$ cat src/rtl/core/pdn_pkg.sv
package pdn_pkg;

  // Sequencer states of the densifier.
  typedef enum logic [3:0] {
    ST_IDLE,
    ST_DECIDE,
    ST_SQX,
    ST_SQY,
    ST_SQSUM,
    ST_RMUL,
    ST_RSQ,
    ST_RCMP,
    ST_DSTART,
    ST_DWAIT,
    ST_EMIT,
    ST_FINAL
  } pdn_state_e;

  // Register indexes on the configuration port.
  localparam logic [1:0] CFG_SPACING   = 2'd0;
  localparam logic [1:0] CFG_MAX_INTVL = 2'd1;
  localparam logic [1:0] CFG_MAX_POSES = 2'd2;
  localparam logic [1:0] CFG_MAX_PTS   = 2'd3;

  // Run status codes.
  localparam logic [1:0] STAT_OK   = 2'd0;
  localparam logic [1:0] STAT_FEW  = 2'd1;
  localparam logic [1:0] STAT_MANY = 2'd2;
  localparam logic [1:0] STAT_OVF  = 2'd3;

  // Quotient selector for the four divisions of one interval.
  localparam logic [1:0] DIV_X = 2'd0;
  localparam logic [1:0] DIV_Y = 2'd1;
  localparam logic [1:0] DIV_H = 2'd2;
  localparam logic [1:0] DIV_T = 2'd3;

  localparam int unsigned MUL_W  = 20;
  localparam int unsigned DIFF_W = 33;

  // Handshake between sequencer and divider.
  typedef struct packed {
    logic       start;
    logic [4:0] divisor;
  } pdn_div_ctl_t;

endpackage

$ cat src/rtl/core/pdn_mul.sv
module pdn_mul
  import pdn_pkg::*;
(
  input  logic                   clk_i,
  input  logic [MUL_W-1:0]       a_i,
  input  logic [MUL_W-1:0]       b_i,
  output logic [2*MUL_W-1:0]     p_o
);

  logic [2*MUL_W-1:0] p_q;

  // Product is registered so the compare sits in the next cycle.
  always_ff @(posedge clk_i) begin
    p_q <= a_i * b_i;
  end

  assign p_o = p_q;

endmodule

$ cat src/rtl/core/pdn_div.sv
module pdn_div
  import pdn_pkg::*;
(
  input  logic                     clk_i,
  input  logic                     rst_ni,
  input  pdn_div_ctl_t             ctl_i,
  input  logic signed [DIFF_W-1:0] dividend_i,
  output logic                     done_o,
  output logic signed [DIFF_W-1:0] quotient_o
);

  logic [DIFF_W-1:0] quo_q;
  logic [4:0]        rem_q;
  logic [4:0]        dvs_q;
  logic [5:0]        cnt_q;
  logic              neg_q;
  logic              busy_q;
  logic              done_q;
  logic [5:0]        trial;
  logic              fits;

  // Restoring division, one quotient bit per cycle, on magnitudes.
  assign trial = {rem_q, quo_q[DIFF_W-1]};
  assign fits  = trial >= {1'b0, dvs_q};

  always_ff @(posedge clk_i or negedge rst_ni) begin
    if (!rst_ni) begin
      busy_q <= 1'b0;
      done_q <= 1'b0;
      cnt_q  <= '0;
    end else begin
      done_q <= 1'b0;
      if (ctl_i.start) begin
        busy_q <= 1'b1;
        cnt_q  <= '0;
      end else if (busy_q) begin
        cnt_q <= cnt_q + 6'd1;
        if (cnt_q == 6'(DIFF_W - 1)) begin
          busy_q <= 1'b0;
          done_q <= 1'b1;
        end
      end
    end
  end

  always_ff @(posedge clk_i) begin
    if (ctl_i.start) begin
      neg_q <= dividend_i[DIFF_W-1];
      quo_q <= dividend_i[DIFF_W-1] ? DIFF_W'(-dividend_i) : dividend_i;
      rem_q <= '0;
      dvs_q <= ctl_i.divisor;
    end else if (busy_q) begin
      rem_q <= fits ? 5'(trial - {1'b0, dvs_q}) : trial[4:0];
      quo_q <= {quo_q[DIFF_W-2:0], fits};
    end
  end

  assign done_o     = done_q;
  assign quotient_o = neg_q ? DIFF_W'(-quo_q) : quo_q;

endmodule

$ cat src/rtl/core/pose_path_densifier_top.sv
// Channel  | Handshake                       | Payload
// ---------+---------------------------------+-----------------------------------------
// input    | in_valid_i / in_ready_o         | pos_x_i .. end_of_lane_i, one pose
// output   | out_valid_o / out_ready_i       | out_x_o .. status_o, one point or result
// config   | cfg_we_i (no wait)              | cfg_addr_i, cfg_data_i
//
// A pose that is not interpolated (first pose of a lane, too many poses, or a
// lane that already overflowed) passes only through the idle, decide and final
// states. An interval whose search finds no point counts the cap c down to zero
// and then goes to the final state. A pose that generates n points runs the
// distance search on the shared multiplier (skipped for a far interval), then
// the four quotients on the bit-serial divider, then sends the n points, so
// the serial divider takes most of its time.
// Reset clears configuration to its defaults and the lane state at once.
// A stalled output only holds the sequencer when it has a new result to load.
module pose_path_densifier_top
  import pdn_pkg::*;
(
  input  logic               clk_i,
  input  logic               rst_ni,
  input  logic               cfg_we_i,
  input  logic [1:0]         cfg_addr_i,
  input  logic [15:0]        cfg_data_i,
  input  logic               in_valid_i,
  output logic               in_ready_o,
  input  logic signed [31:0] pos_x_i,
  input  logic signed [31:0] pos_y_i,
  input  logic signed [15:0] heading_i,
  input  logic signed [15:0] trailer_angle_i,
  input  logic signed [15:0] speed_i,
  input  logic signed [15:0] steer_i,
  input  logic [2:0]         trailer_count_i,
  input  logic               end_of_lane_i,
  output logic               out_valid_o,
  input  logic               out_ready_i,
  output logic signed [31:0] out_x_o,
  output logic signed [31:0] out_y_o,
  output logic signed [15:0] out_heading_o,
  output logic signed [15:0] out_trailer_angle_o,
  output logic signed [15:0] out_speed_o,
  output logic signed [15:0] out_steer_o,
  output logic [2:0]         out_trailer_count_o,
  output logic               run_end_o,
  output logic [1:0]         status_o
);

  // Configuration registers.
  logic [15:0] spacing_q;
  logic [4:0]  max_intvl_q;
  logic [9:0]  max_poses_q;
  logic [11:0] max_pts_q;

  always_ff @(posedge clk_i or negedge rst_ni) begin
    if (!rst_ni) begin
      spacing_q   <= 16'd102;
      max_intvl_q <= 5'd10;
      max_poses_q <= 10'd500;
      max_pts_q   <= 12'd1000;
    end else if (cfg_we_i) begin
      unique case (cfg_addr_i)
        CFG_SPACING:   spacing_q   <= cfg_data_i;
        CFG_MAX_INTVL: max_intvl_q <= cfg_data_i[4:0];
        CFG_MAX_POSES: max_poses_q <= cfg_data_i[9:0];
        CFG_MAX_PTS:   max_pts_q   <= cfg_data_i[11:0];
        default:       ;
      endcase
    end
  end

  // A zero spacing acts as one, and the interval cap is clamped to 1..16.
  logic [15:0] spacing_eff;
  logic [4:0]  cap_eff;
  assign spacing_eff = (spacing_q == 16'd0) ? 16'd1 : spacing_q;
  always_comb begin
    if (max_intvl_q == 5'd0) begin
      cap_eff = 5'd1;
    end else if (max_intvl_q > 5'd16) begin
      cap_eff = 5'd16;
    end else begin
      cap_eff = max_intvl_q;
    end
  end

  pdn_state_e state_q, state_d;

  // Current pose and the stored previous pose.
  logic signed [31:0] cur_x_q, cur_y_q, prev_x_q, prev_y_q;
  logic signed [15:0] cur_h_q, cur_t_q, cur_sp_q, cur_st_q;
  logic signed [15:0] prev_h_q, prev_t_q, prev_sp_q, prev_st_q;
  logic [2:0]         cur_tc_q, prev_tc_q;
  logic               cur_end_q;

  logic        have_prev_q;
  logic [9:0]  pose_cnt_q;
  logic [12:0] point_cnt_q;
  logic        ovf_q;
  logic        too_many_q;

  logic [4:0]  n_q;
  logic [4:0]  i_q;
  logic [1:0]  sel_q;
  logic [40:0] d2_q;

  logic signed [31:0] acc_x_q, acc_y_q, del_x_q, del_y_q;
  logic signed [15:0] acc_h_q, acc_t_q, del_h_q, del_t_q;

  logic out_valid_q;
  logic out_free;
  assign out_free = !out_valid_q || out_ready_i;

  // Differences of the interval; angles wrap to 16 bits.
  logic signed [DIFF_W-1:0] dx, dy;
  logic [DIFF_W-1:0]        abs_dx, abs_dy;
  logic signed [15:0]       dh, dt;
  logic                     far, gen;
  assign dx     = {cur_x_q[31], cur_x_q} - {prev_x_q[31], prev_x_q};
  assign dy     = {cur_y_q[31], cur_y_q} - {prev_y_q[31], prev_y_q};
  assign abs_dx = dx[DIFF_W-1] ? DIFF_W'(-dx) : dx;
  assign abs_dy = dy[DIFF_W-1] ? DIFF_W'(-dy) : dy;
  assign dh     = cur_h_q - prev_h_q;
  assign dt     = cur_t_q - prev_t_q;
  // Beyond one kilometre on either axis the cap applies without a search.
  assign far    = (|abs_dx[DIFF_W-1:MUL_W]) || (|abs_dy[DIFF_W-1:MUL_W]);
  assign gen    = have_prev_q && !ovf_q && !too_many_q;

  // Shared multiplier: squares of the differences, then n*spacing and its square.
  logic [MUL_W-1:0]   mul_a, mul_b;
  logic [2*MUL_W-1:0] prod;
  pdn_mul u_mul (.clk_i(clk_i), .a_i(mul_a), .b_i(mul_b), .p_o(prod));

  always_comb begin
    mul_a = '0;
    mul_b = '0;
    unique case (state_q)
      ST_SQX: begin
        mul_a = abs_dx[MUL_W-1:0];
        mul_b = abs_dx[MUL_W-1:0];
      end
      ST_SQY: begin
        mul_a = abs_dy[MUL_W-1:0];
        mul_b = abs_dy[MUL_W-1:0];
      end
      ST_RMUL: begin
        mul_a = MUL_W'(n_q);
        mul_b = MUL_W'(spacing_eff);
      end
      ST_RSQ: begin
        mul_a = prod[MUL_W-1:0];
        mul_b = prod[MUL_W-1:0];
      end
      default: ;
    endcase
  end

  // Serial divider for the four steps of the interval.
  pdn_div_ctl_t             div_ctl;
  logic signed [DIFF_W-1:0] div_arg;
  logic                     div_done;
  logic signed [DIFF_W-1:0] div_q;
  pdn_div u_div (
    .clk_i(clk_i), .rst_ni(rst_ni), .ctl_i(div_ctl),
    .dividend_i(div_arg), .done_o(div_done), .quotient_o(div_q)
  );

  always_comb begin
    div_ctl.start   = (state_q == ST_DSTART);
    div_ctl.divisor = n_q;
    unique case (sel_q)
      DIV_X:   div_arg = dx;
      DIV_Y:   div_arg = dy;
      DIV_H:   div_arg = DIFF_W'(dh);
      default: div_arg = DIFF_W'(dt);
    endcase
  end

  // Next state.
  always_comb begin
    state_d = state_q;
    unique case (state_q)
      ST_IDLE:   if (in_valid_i) state_d = ST_DECIDE;
      ST_DECIDE: begin
        if (!gen) begin
          state_d = ST_FINAL;
        end else if (far) begin
          state_d = ST_DSTART;
        end else begin
          state_d = ST_SQX;
        end
      end
      ST_SQX:    state_d = ST_SQY;
      ST_SQY:    state_d = ST_SQSUM;
      ST_SQSUM:  state_d = ST_RMUL;
      ST_RMUL:   state_d = (n_q == 5'd0) ? ST_FINAL : ST_RSQ;
      ST_RSQ:    state_d = ST_RCMP;
      ST_RCMP:   state_d = ({1'b0, prod} <= d2_q) ? ST_DSTART : ST_RMUL;
      ST_DSTART: state_d = ST_DWAIT;
      ST_DWAIT:  if (div_done) state_d = (sel_q == DIV_T) ? ST_EMIT : ST_DSTART;
      ST_EMIT:   if (out_free && i_q == n_q - 5'd1) state_d = ST_FINAL;
      ST_FINAL:  if (!cur_end_q || out_free) state_d = ST_IDLE;
      default:   state_d = ST_IDLE;
    endcase
  end

  always_ff @(posedge clk_i or negedge rst_ni) begin
    if (!rst_ni) begin
      state_q <= ST_IDLE;
    end else begin
      state_q <= state_d;
    end
  end

  assign in_ready_o = (state_q == ST_IDLE);

  // Point count after this interval, saturating at 8191.
  logic [13:0] pc_sum;
  logic [12:0] pc_new;
  assign pc_sum = {1'b0, point_cnt_q} + 14'(n_q);
  assign pc_new = pc_sum[13] ? 13'h1FFF : pc_sum[12:0];

  logic [1:0] fin_status;
  always_comb begin
    priority if (pose_cnt_q < 10'd2) begin
      fin_status = STAT_FEW;
    end else if (too_many_q) begin
      fin_status = STAT_MANY;
    end else if (ovf_q) begin
      fin_status = STAT_OVF;
    end else begin
      fin_status = STAT_OK;
    end
  end

  logic [9:0] pose_inc;
  assign pose_inc = (pose_cnt_q == 10'h3FF) ? pose_cnt_q : pose_cnt_q + 10'd1;

  logic emit_load, fin_load, lane_done;
  assign emit_load = (state_q == ST_EMIT) && out_free;
  assign fin_load  = (state_q == ST_FINAL) && cur_end_q && out_free;
  assign lane_done = fin_load;

  // Lane control state.
  always_ff @(posedge clk_i or negedge rst_ni) begin
    if (!rst_ni) begin
      have_prev_q <= 1'b0;
      pose_cnt_q  <= '0;
      point_cnt_q <= '0;
      ovf_q       <= 1'b0;
      too_many_q  <= 1'b0;
      n_q         <= '0;
      i_q         <= '0;
      sel_q       <= DIV_X;
      out_valid_q <= 1'b0;
    end else begin
      if (state_q == ST_IDLE && in_valid_i) begin
        pose_cnt_q <= pose_inc;
        too_many_q <= pose_inc >= max_poses_q;
      end
      if (state_q == ST_DECIDE) begin
        n_q   <= cap_eff;
        sel_q <= DIV_X;
      end
      if (state_q == ST_RCMP && !({1'b0, prod} <= d2_q)) n_q <= n_q - 5'd1;
      if (state_q == ST_DWAIT && div_done) begin
        sel_q <= sel_q + 2'd1;
        i_q   <= '0;
      end
      if (emit_load) begin
        i_q <= i_q + 5'd1;
        if (i_q == n_q - 5'd1) begin
          point_cnt_q <= pc_new;
          if (pc_new > {1'b0, max_pts_q}) ovf_q <= 1'b1;
        end
      end
      if (state_q == ST_FINAL && !cur_end_q) have_prev_q <= 1'b1;
      if (lane_done) begin
        have_prev_q <= 1'b0;
        pose_cnt_q  <= '0;
        point_cnt_q <= '0;
        ovf_q       <= 1'b0;
      end
      if (emit_load || fin_load) begin
        out_valid_q <= 1'b1;
      end else if (out_ready_i) begin
        out_valid_q <= 1'b0;
      end
    end
  end

  // Pose data, sums and the output register.
  always_ff @(posedge clk_i) begin
    if (state_q == ST_IDLE && in_valid_i) begin
      cur_x_q   <= pos_x_i;
      cur_y_q   <= pos_y_i;
      cur_h_q   <= heading_i;
      cur_t_q   <= trailer_angle_i;
      cur_sp_q  <= speed_i;
      cur_st_q  <= steer_i;
      cur_tc_q  <= trailer_count_i;
      cur_end_q <= end_of_lane_i;
    end
    if (state_q == ST_SQY) d2_q <= 41'(prod);
    if (state_q == ST_SQSUM) d2_q <= d2_q + 41'(prod);
    if (state_q == ST_DWAIT && div_done) begin
      unique case (sel_q)
        DIV_X:   del_x_q <= div_q[31:0];
        DIV_Y:   del_y_q <= div_q[31:0];
        DIV_H:   del_h_q <= div_q[15:0];
        default: del_t_q <= div_q[15:0];
      endcase
      acc_x_q <= prev_x_q;
      acc_y_q <= prev_y_q;
      acc_h_q <= prev_h_q;
      acc_t_q <= prev_t_q;
    end
    if (emit_load) begin
      out_x_o             <= acc_x_q;
      out_y_o             <= acc_y_q;
      out_heading_o       <= acc_h_q;
      out_trailer_angle_o <= acc_t_q;
      out_speed_o         <= prev_sp_q;
      out_steer_o         <= prev_st_q;
      out_trailer_count_o <= prev_tc_q;
      run_end_o           <= 1'b0;
      status_o            <= STAT_OK;
      acc_x_q <= acc_x_q + del_x_q;
      acc_y_q <= acc_y_q + del_y_q;
      acc_h_q <= acc_h_q + del_h_q;
      acc_t_q <= acc_t_q + del_t_q;
    end
    if (fin_load) begin
      // A failed lane reports its status with every pose field cleared.
      if (fin_status == STAT_OK) begin
        out_x_o             <= cur_x_q;
        out_y_o             <= cur_y_q;
        out_heading_o       <= cur_h_q;
        out_trailer_angle_o <= cur_t_q;
        out_speed_o         <= cur_sp_q;
        out_steer_o         <= cur_st_q;
        out_trailer_count_o <= cur_tc_q;
      end else begin
        out_x_o             <= '0;
        out_y_o             <= '0;
        out_heading_o       <= '0;
        out_trailer_angle_o <= '0;
        out_speed_o         <= '0;
        out_steer_o         <= '0;
        out_trailer_count_o <= '0;
      end
      run_end_o <= 1'b1;
      status_o  <= fin_status;
    end
    if (state_q == ST_FINAL) begin
      prev_x_q  <= cur_x_q;
      prev_y_q  <= cur_y_q;
      prev_h_q  <= cur_h_q;
      prev_t_q  <= cur_t_q;
      prev_sp_q <= cur_sp_q;
      prev_st_q <= cur_st_q;
      prev_tc_q <= cur_tc_q;
    end
  end

  assign out_valid_o = out_valid_q;

  // The divider only finishes while the sequencer waits for it.
  assert property (@(posedge clk_i) disable iff (!rst_ni)
    div_done |-> state_q == ST_DWAIT)
    else $error("divider finished outside its wait state");

  // Points are only sent for a nonzero count within the cap.
  assert property (@(posedge clk_i) disable iff (!rst_ni)
    state_q == ST_EMIT |-> (n_q != 5'd0 && n_q <= 5'd16 && i_q < n_q))
    else $error("point counter out of range");

  // A failed lane ends with a run-end result and a cleared x position.
  assert property (@(posedge clk_i) disable iff (!rst_ni)
    (out_valid_o && status_o != STAT_OK) |-> (run_end_o && out_x_o == 32'sd0))
    else $error("error result carries pose data");

endmodule
$ cat config.mk
export PLATFORM = sky130hd
export DESIGN_NAME = pose_path_densifier_top
export DESIGN_NICKNAME = d
export VERILOG_FILES = /design/src/rtl/core/pdn_pkg.sv /design/src/rtl/core/pdn_mul.sv /design/src/rtl/core/pdn_div.sv /design/src/rtl/core/pose_path_densifier_top.sv
export SDC_FILE = /design/constraint.sdc
export NUM_CORES = 2
export LEC_CHECK = 0
export BUFFER_PORTS_ARGS = -buffer_cell sky130_fd_sc_hd__buf_2
export CELL_PAD_IN_SITES_DETAIL_PLACEMENT = 1
export CELL_PAD_IN_SITES_GLOBAL_PLACEMENT = 1
export CORE_ASPECT_RATIO = 2
export CORE_UTILIZATION = 45
export CTS_BUF_LIST = sky130_fd_sc_hd__clkbuf_4 sky130_fd_sc_hd__clkbuf_8
export CTS_CLUSTER_SIZE = 16
export DETAILED_ROUTE_END_ITERATION = 16
export MAX_ROUTING_LAYER = met4
export PLACE_DENSITY_LB_ADDON = 0.1
export SLEW_MARGIN = 10
export SYNTH_ARGS = -nofsm -noshare
export SYNTH_HDL_FRONTEND = slang
export SYNTH_SLANG_ARGS = --single-unit
$ cat constraint.sdc
create_clock -name clk_i -period 14.8 [get_ports clk_i]
set_clock_uncertainty 0.15 [all_clocks]
set_input_delay 0 -clock clk_i [delete_from_list [all_inputs] [get_ports clk_i]]
set_output_delay 0 -clock clk_i [all_outputs]
set_load 0.005 [all_outputs]
## Word level (Yosys, flattened, before mapping)

Index checks and enable logic that the tools add are counted.

- $lt $le $gt $ge: 6
- Mux-type cells: 88
- Reduce and logical (&&, ||, !) cells: 51
- Add/subtract/negate cells: 20
- Eq/ne operators: 24
- Multiply operators: 1
- Bitwise gates (word level): 1

Operators by type and width:

| kind | number |
|---|---|
| 2-to-1 mux 32 bit | 11 |
| 2-to-1 mux 16 bit | 17 |
| 2-to-1 mux 33 bit | 5 |
| one-hot mux 20 bit (4 select lines) | 2 |
| negator 33 bit | 3 |
| one-hot mux 33 bit (3 select lines) | 1 |
| 2-to-1 mux 41 bit | 2 |
| subtractor 32 x 32 -> 33 bit | 2 |
| adder 32 bit | 2 |
| 2-to-1 mux 13 bit | 4 |
| one-hot mux 4 bit (12 select lines) | 1 |
| adder 41 x 40 -> 41 bit | 1 |
| <= comparator 40 x 41 -> 1 bit | 1 |
| multiplier 20 x 20 -> 40 bit | 1 |
| 2-to-1 mux 5 bit | 7 |
| adder 16 bit | 2 |
| 2-to-1 mux 4 bit | 8 |
| negator 32 bit | 1 |
| subtractor 16 bit | 2 |
| 2-to-1 mux 10 bit | 3 |
| OR reduction 13 bit | 2 |
| nonzero test 2 bit | 11 |
| AND reduction 2 bit | 9 |
| equality test 4 x 3 -> 1 bit, second input constant | 4 |
| 37 further kinds | 89 |

- Output and inout bits: 136
- Logic and storage cells: 246
- Register bits after elaboration: 808

## Depth between registers and ports, before layout

- Depth in word-level cells: 8
- Depth in mapped cells: 44
- Mapped depth without buffers: 42

## Modules after synthesis

A second synthesis with hierarchy kept.

- Cell total of the unflattened synthesis: 5,761
- Area, all modules: 59,534.6 um^2

Modules (own cells, without submodules):

| module | area an instance (um^2) | times used | cells each |
|---|---|---|---|
| pose_path_densifier_top | 41,090.7 | 1 | 3,728 |
| pdn_mul | 14,565.2 | 1 | 1,615 |
| pdn_div | 3,878.7 | 1 | 418 |

## Least setup slack after synthesis

No wires, ideal clock.

- Path kind: register -> register
- Start point: register state_q[1]
- End point: register out_heading_o[0], enable pin
- Setup time: 0.497 ns
- Cell stages (with the launch flop): 8
- Path slack: 3.767 ns
- Arrival time: 10.386 ns
- Path buffers: 3
- Cell sequence: dfrtp_1 -> clkbuf_1 -> nand2_1 -> nor2_1 -> nand3_1 -> clkbuf_1 -> buf_1 -> nand2_1

- Word-level cells in the longest chain between the ends: 4
- Elaborated cells on any way between the ends: 6
- Those cells by class: eq/ne (2); reduce/logical (4)

Ends and longest elaborated chain:

| item | line | source |
|---|---|---|
| from (decl) | pose_path_densifier_top.sv:84 | `pdn_state_e state_q, state_d;` |
| from (signal assigned) | pose_path_densifier_top.sv:208 | `state_q <= state_d;` |
| equality test 4 bit | pose_path_densifier_top.sv:238 | `assign fin_load = (state_q == ST_FINAL) && cur_end_q && out_free;` |
| logical AND 1 bit (2 in series) | pose_path_densifier_top.sv:238 |  |
| nonzero test 2 bit (no line) (*) | - |  |
| to (signal assigned) | pose_path_densifier_top.sv:318 | `out_heading_o <= acc_h_q;` |
| to (signal assigned) | pose_path_densifier_top.sv:335 | `out_heading_o <= cur_h_q;` |
| to (decl) | pose_path_densifier_top.sv:38 | `output logic signed [15:0] out_heading_o,` |

Every way passes the cells marked *; elsewhere a longest branch is shown, timed or not.
A chain may end at the register's enable or synchronous reset.

## Worst setup path in the final report

- Start point: register cur_y_q[0]
- End point: register u_mul.p_q[37], in the netlist u_mul.p_o[37]

- Word-level cells in the longest chain between the ends: 5
- Elaborated cells on any way between the ends: 6
- Those cells by class: add/sub (2); mul (1); mux (3)

Ends and longest elaborated chain:

| item | line | source |
|---|---|---|
| from (decl) | pose_path_densifier_top.sv:87 | `logic signed [31:0] cur_x_q, cur_y_q, prev_x_q, prev_y_q;` |
| from (signal assigned) | pose_path_densifier_top.sv:293 | `cur_y_q <= pos_y_i;` |
| subtractor 32 x 32 -> 33 bit (*) | pose_path_densifier_top.sv:117 | `assign dy = {cur_y_q[31], cur_y_q} - {prev_y_q[31], prev_y_q};` |
| negator 33 bit | pose_path_densifier_top.sv:119 | `assign abs_dy = dy[DIFF_W-1] ? DIFF_W'(-dy) : dy;` |
| 2-to-1 mux 33 bit (*) | pose_path_densifier_top.sv:119 |  |
| one-hot mux 20 bit (4 select lines) | pose_path_densifier_top.sv:134 | `unique case (state_q)` |
| multiplier 20 x 20 -> 40 bit (*) | pdn_mul.sv:14 | `p_q <= a_i * b_i;` |
| to (signal assigned) | pdn_mul.sv:14 |  |
| to (decl) | pdn_mul.sv:10 | `logic [2*MUL_W-1:0] p_q;` |

Marked as above.

==> results.txt <==
The routed via count divided by cell count came out at 5.83. The routed layout has around 48000 vias. The switching component of the power came out at 2.91 mW. The dominant register cell in the synthesized netlist is sky130_fd_sc_hd__edfxtp_1. The post-detailed-route wirelength per cell came out at approximately 26 um. For this design, the sink count on the clock tree is slightly above 800. The weighted congestion reported at the end of routability-driven placement came out at approximately 0.96. Clock tree synthesis inserted a total of around 120 buffers. The fraction of power consumed by combinational cells came out at between 30% and 40%. In the final layout, the share of cells above drive strength 1 is 11.6%. The part of the Yosys area used for sequential elements came out at about two fifths. The full die area came out at approximately 130000 um^2. The flow ran to the end, and the final reports show no timing, DRC or antenna violations. The number of warnings printed during yosys synthesis is 0. Timing analysis after detailed placement gives a worst setup slack of about 2400 ps. The total global routing track utilization came out at roughly 34%. By count the netlist is led by sky130_fd_sc_hd__inv_1, sky130_fd_sc_hd__edfxtp_1, sky130_fd_sc_hd__nand2_1. The count of endpoints failing hold in the final timing report came out at 0. The worst setup path is of the reg -> reg kind. The clock-pin slew on the worst setup and hold paths came out at around 70 ps. The total number of H-tree levels is 3. The synthesized netlist contains 100 unique library cells.

The placed instance area is roughly 63000 um^2. The slowest stage of the critical path belongs to the cell sky130_fd_sc_hd__nand2_1. Counting every instance in the synthesized netlist gives roughly 5900.

The floorplan step set the die height to between 500 and 600 um. The count of input and output buffers came out at 290. The register cell area after layout is ~23000 um^2. In this run the horizontal extent of the chip is about 260 um. The root buffer selected by CTS is sky130_fd_sc_hd__clkbuf_8. The required time at the worst-slack endpoint is around 15000 ps.

The maximum single-stage delay on the critical path came out at approximately 610 ps. The count of flip-flops with a built-in enable after synthesis is roughly 670. The number of nets handed over by synthesis was roughly 6800.

The via count of the first global-routing pass is between 50000 and 60000. The internal power is 4.80 mW. The power density over cell area came out at roughly 110 nW/um^2. Dividing the final minimum period by the clock period gives 84.2%. In the synthesized netlist the async set-or-reset flop fraction comes to 11.6%. In this run the remaining antenna-violating nets after routing total 0. The placed wire-length estimate came out at between 150 and 200 mm. The synthesized flop and latch total is 808. In this run the cell area of the synthesized design comes to slightly below 60000 um^2. Summing all multi-input logic gate instances after layout gives roughly 33000 um^2. The post-synthesis to final-layout area growth came out at 15.7%. The total negative slack for setup checks came out at 0 ps. The number of max-slew violations in the final report is 0. The number of design rule violations left after detail routing came out at 0.

The share of total power dissipated in sequential elements is 40.7%. The maximum number of pins on one net before global-route repair came out at approximately 130. The initial antenna violation count is 1. The mean area per synthesized cell is around 10 um^2.

The most common cell in the synthesized netlist is sky130_fd_sc_hd__inv_1. The cell type with the largest total area after synthesis is sky130_fd_sc_hd__edfxtp_1. Summing all non-filler instances in the final layout gives an area of slightly below 70000 um^2. The clock network latency to the later pin of the worst-skew pair is 880 ps. For the pin with the worst max-slew slack, the measured transition is ~1200 ps. Static timing analysis puts the maximum clock frequency at 80.2 MHz. The switching part of the total power came out at 37.8%. The initial DRC count is 2403.

The arrival time of data at the critical path endpoint is about 13000 ps. STA classifies the critical path startpoint as a flop. The peak supply drop came out at ~90 uV.

Sorting the synthesized cells by area gives the leading types as sky130_fd_sc_hd__edfxtp_1, sky130_fd_sc_hd__fa_1, sky130_fd_sc_hd__ha_1. The post-route worst setup slack is roughly 2300 ps. For this run, the detailed router's first-pass iteration total came to 8. In this run, post-CTS repair resized a total of 0 instances. The clock network power share is 26.2%. The final layout contains 7421 nets. The number of buffers on the longest clock path is 3. During I/O placement, the number of pins put on the boundary was around 290. The starting density of the core came out at approximately 45%. The shortest period the worst path allows is around 12000 ps.

Setup repair after global routing left no endpoint under its margin. The number of setup violations in the final report is 0. The worst max-slew margin expressed relative to the limit is a little under a fifth. STA classifies the critical path endpoint as a flop. The critical path's most frequent cell is sky130_fd_sc_hd__fa_1. The maximum fanout count along the critical path came out at 23.

The fill cell total of the finished layout is around 14000. The top cell type by area accounts for between 30% and 40% of the synthesized area. The first global-routing pass estimated ~330 mm of wire. The leftover overflow at the end of global routing came out at 0.

TritonCTS built the clock tree. The number of max-cap violations is 0. The total area inside the core boundary comes to roughly 130000 um^2. Summed over all layers, the routed wires come to 218 mm. The placement row count is ~190. The static leakage came out at about 30 nW. In this run the worst hold path is classified as in -> reg.
-- flip-flops by register name, summed over array words and instances (netlist names), 32 cells and up --
signal       cells
d2_q            41
u_mul.p_o       40
u_div.quo_q     33
acc_x_q         32
acc_y_q         32
cur_x_q         32
cur_y_q         32
del_x_q         32
del_y_q         32
out_x_o         32
out_y_o         32
prev_x_q        32
prev_y_q        32
-- layout make-up --
class,count,share of cell area [%]
Tap cell,1710,3.11
Antenna cell,1,0.00364
Clock inverter,70,0.826
Clock buffer,161,2.91
Timing Repair Buffer,694,7.70
Multi-Input combinational cell,4136,47.5
Inverter,721,3.95
Sequential cell,808,34.0
-- cells by family (layout without fill, tap and decap cells) --
logic type | Yosys count | count (layout) | share of synthesized area, %
AND/OR/NAND/NOR | 1611 | 1611 | 12.7
other | 0 | 1 | 0
adder cells (fa/ha/maj) | 784 | 784 | 20.6
XOR/XNOR | 313 | 313 | 4.61
buffers and inverters | 937 | 1646 | 5.94
AO/OA/AOI/OAI | 1358 | 1358 | 15.6
multiplexers | 70 | 70 | 1.28
flip-flops | 808 | 808 | 39.3
-- routing by layer --
layer  vias to the layer above  share of wire (%)  GRT usage [%]
met1                     24600                 33           30.6
met2                      1269                 55           64.0
met4                         0                8.8           25.2
li1                      21900                  -              -
met5                         -                  0              -
met3                       705                3.2           3.32
-- cell usage in the layout, fill, tap and decap left out, types with 267 or more instances in the layout --
| master | instances |
|---|---|
| sky130_fd_sc_hd__buf_2 | 289 |
| sky130_fd_sc_hd__nand2_1 | 603 |
| sky130_fd_sc_hd__fa_1 | 327 |
| sky130_fd_sc_hd__nor2_1 | 393 |
| sky130_fd_sc_hd__ha_1 | 457 |
| sky130_fd_sc_hd__o21ai_0 | 319 |
| sky130_fd_sc_hd__edfxtp_1 | 668 |
| sky130_fd_sc_hd__a21oi_1 | 267 |
| sky130_fd_sc_hd__inv_1 | 716 |
| sky130_fd_sc_hd__dlygate4sd3_1 | 311 |
-- final timing paths --
check,from,end,slack [ps],cells after the start
max reg2reg,cur_y_q[0]$_DFFE_PP_,u_mul.p_o[37]$_DFF_P_,2330,41
max,cur_y_q[0]$_DFFE_PP_,u_mul.p_o[37]$_DFF_P_,2330,41
max in group asynchronous,rst_ni,have_prev_q$_DFFE_PN0P_,12840,5
min in group asynchronous,rst_ni,max_poses_q[0]$_DFFE_PN0P_,640,5
min,cfg_addr_i[0],max_intvl_q[0]$_DFFE_PN0P_,180,4
min reg2reg,cur_st_q[14]$_DFFE_PP_,prev_st_q[14]$_DFFE_PN_,310,0
-- critical path, delay by kind of cell (launching register included) --
family / cells / cell delay (ps)
xor gates and xnor gates: 2 / 420
adders and majority gates: 10 / 4410
buffers and inverters: 9 / 1400
DFF: 1 / 370
AOI/OAI and AO/OA: 17 / 4550
and+or+nand+nor: 3 / 1000
-- repair_timing --
item                                   CTS  global route
endpoints found under the hold margin  263             0
hold buffers                           312             0
setup buffers                            0             0
-- power by group through the flow --
stage | Sequential [mW] | Combinational (mW) | Clock [mW]
floorplan | 3.14 | 1.44 | 0
global placement | 3.17 | 2.39 | 0
detailed placement | 3.19 | 2.43 | 0
CTS | 3.14 | 2.52 | 2.05
global route | 3.17 | 2.72 | 2.12
finish | 3.14 | 2.55 | 2.02
-- per-stage QoR --
step | hold WS [ps] | util (%) | cells | power [mW]
after global routing | 202 | 52.5 | 8301 | 8.01
after global placement | -215 | 48.1 | 7757 | 5.57
final | 180 | 52.5 | 8301 | 7.72
after CTS | 120 | 52.5 | 8300 | 7.71
after floorplan | -446 | - | 5881 | 4.57
after detailed placement | -212 | 48.1 | 7757 | 5.62
Note: power is estimated with default switching activity, not from simulation.
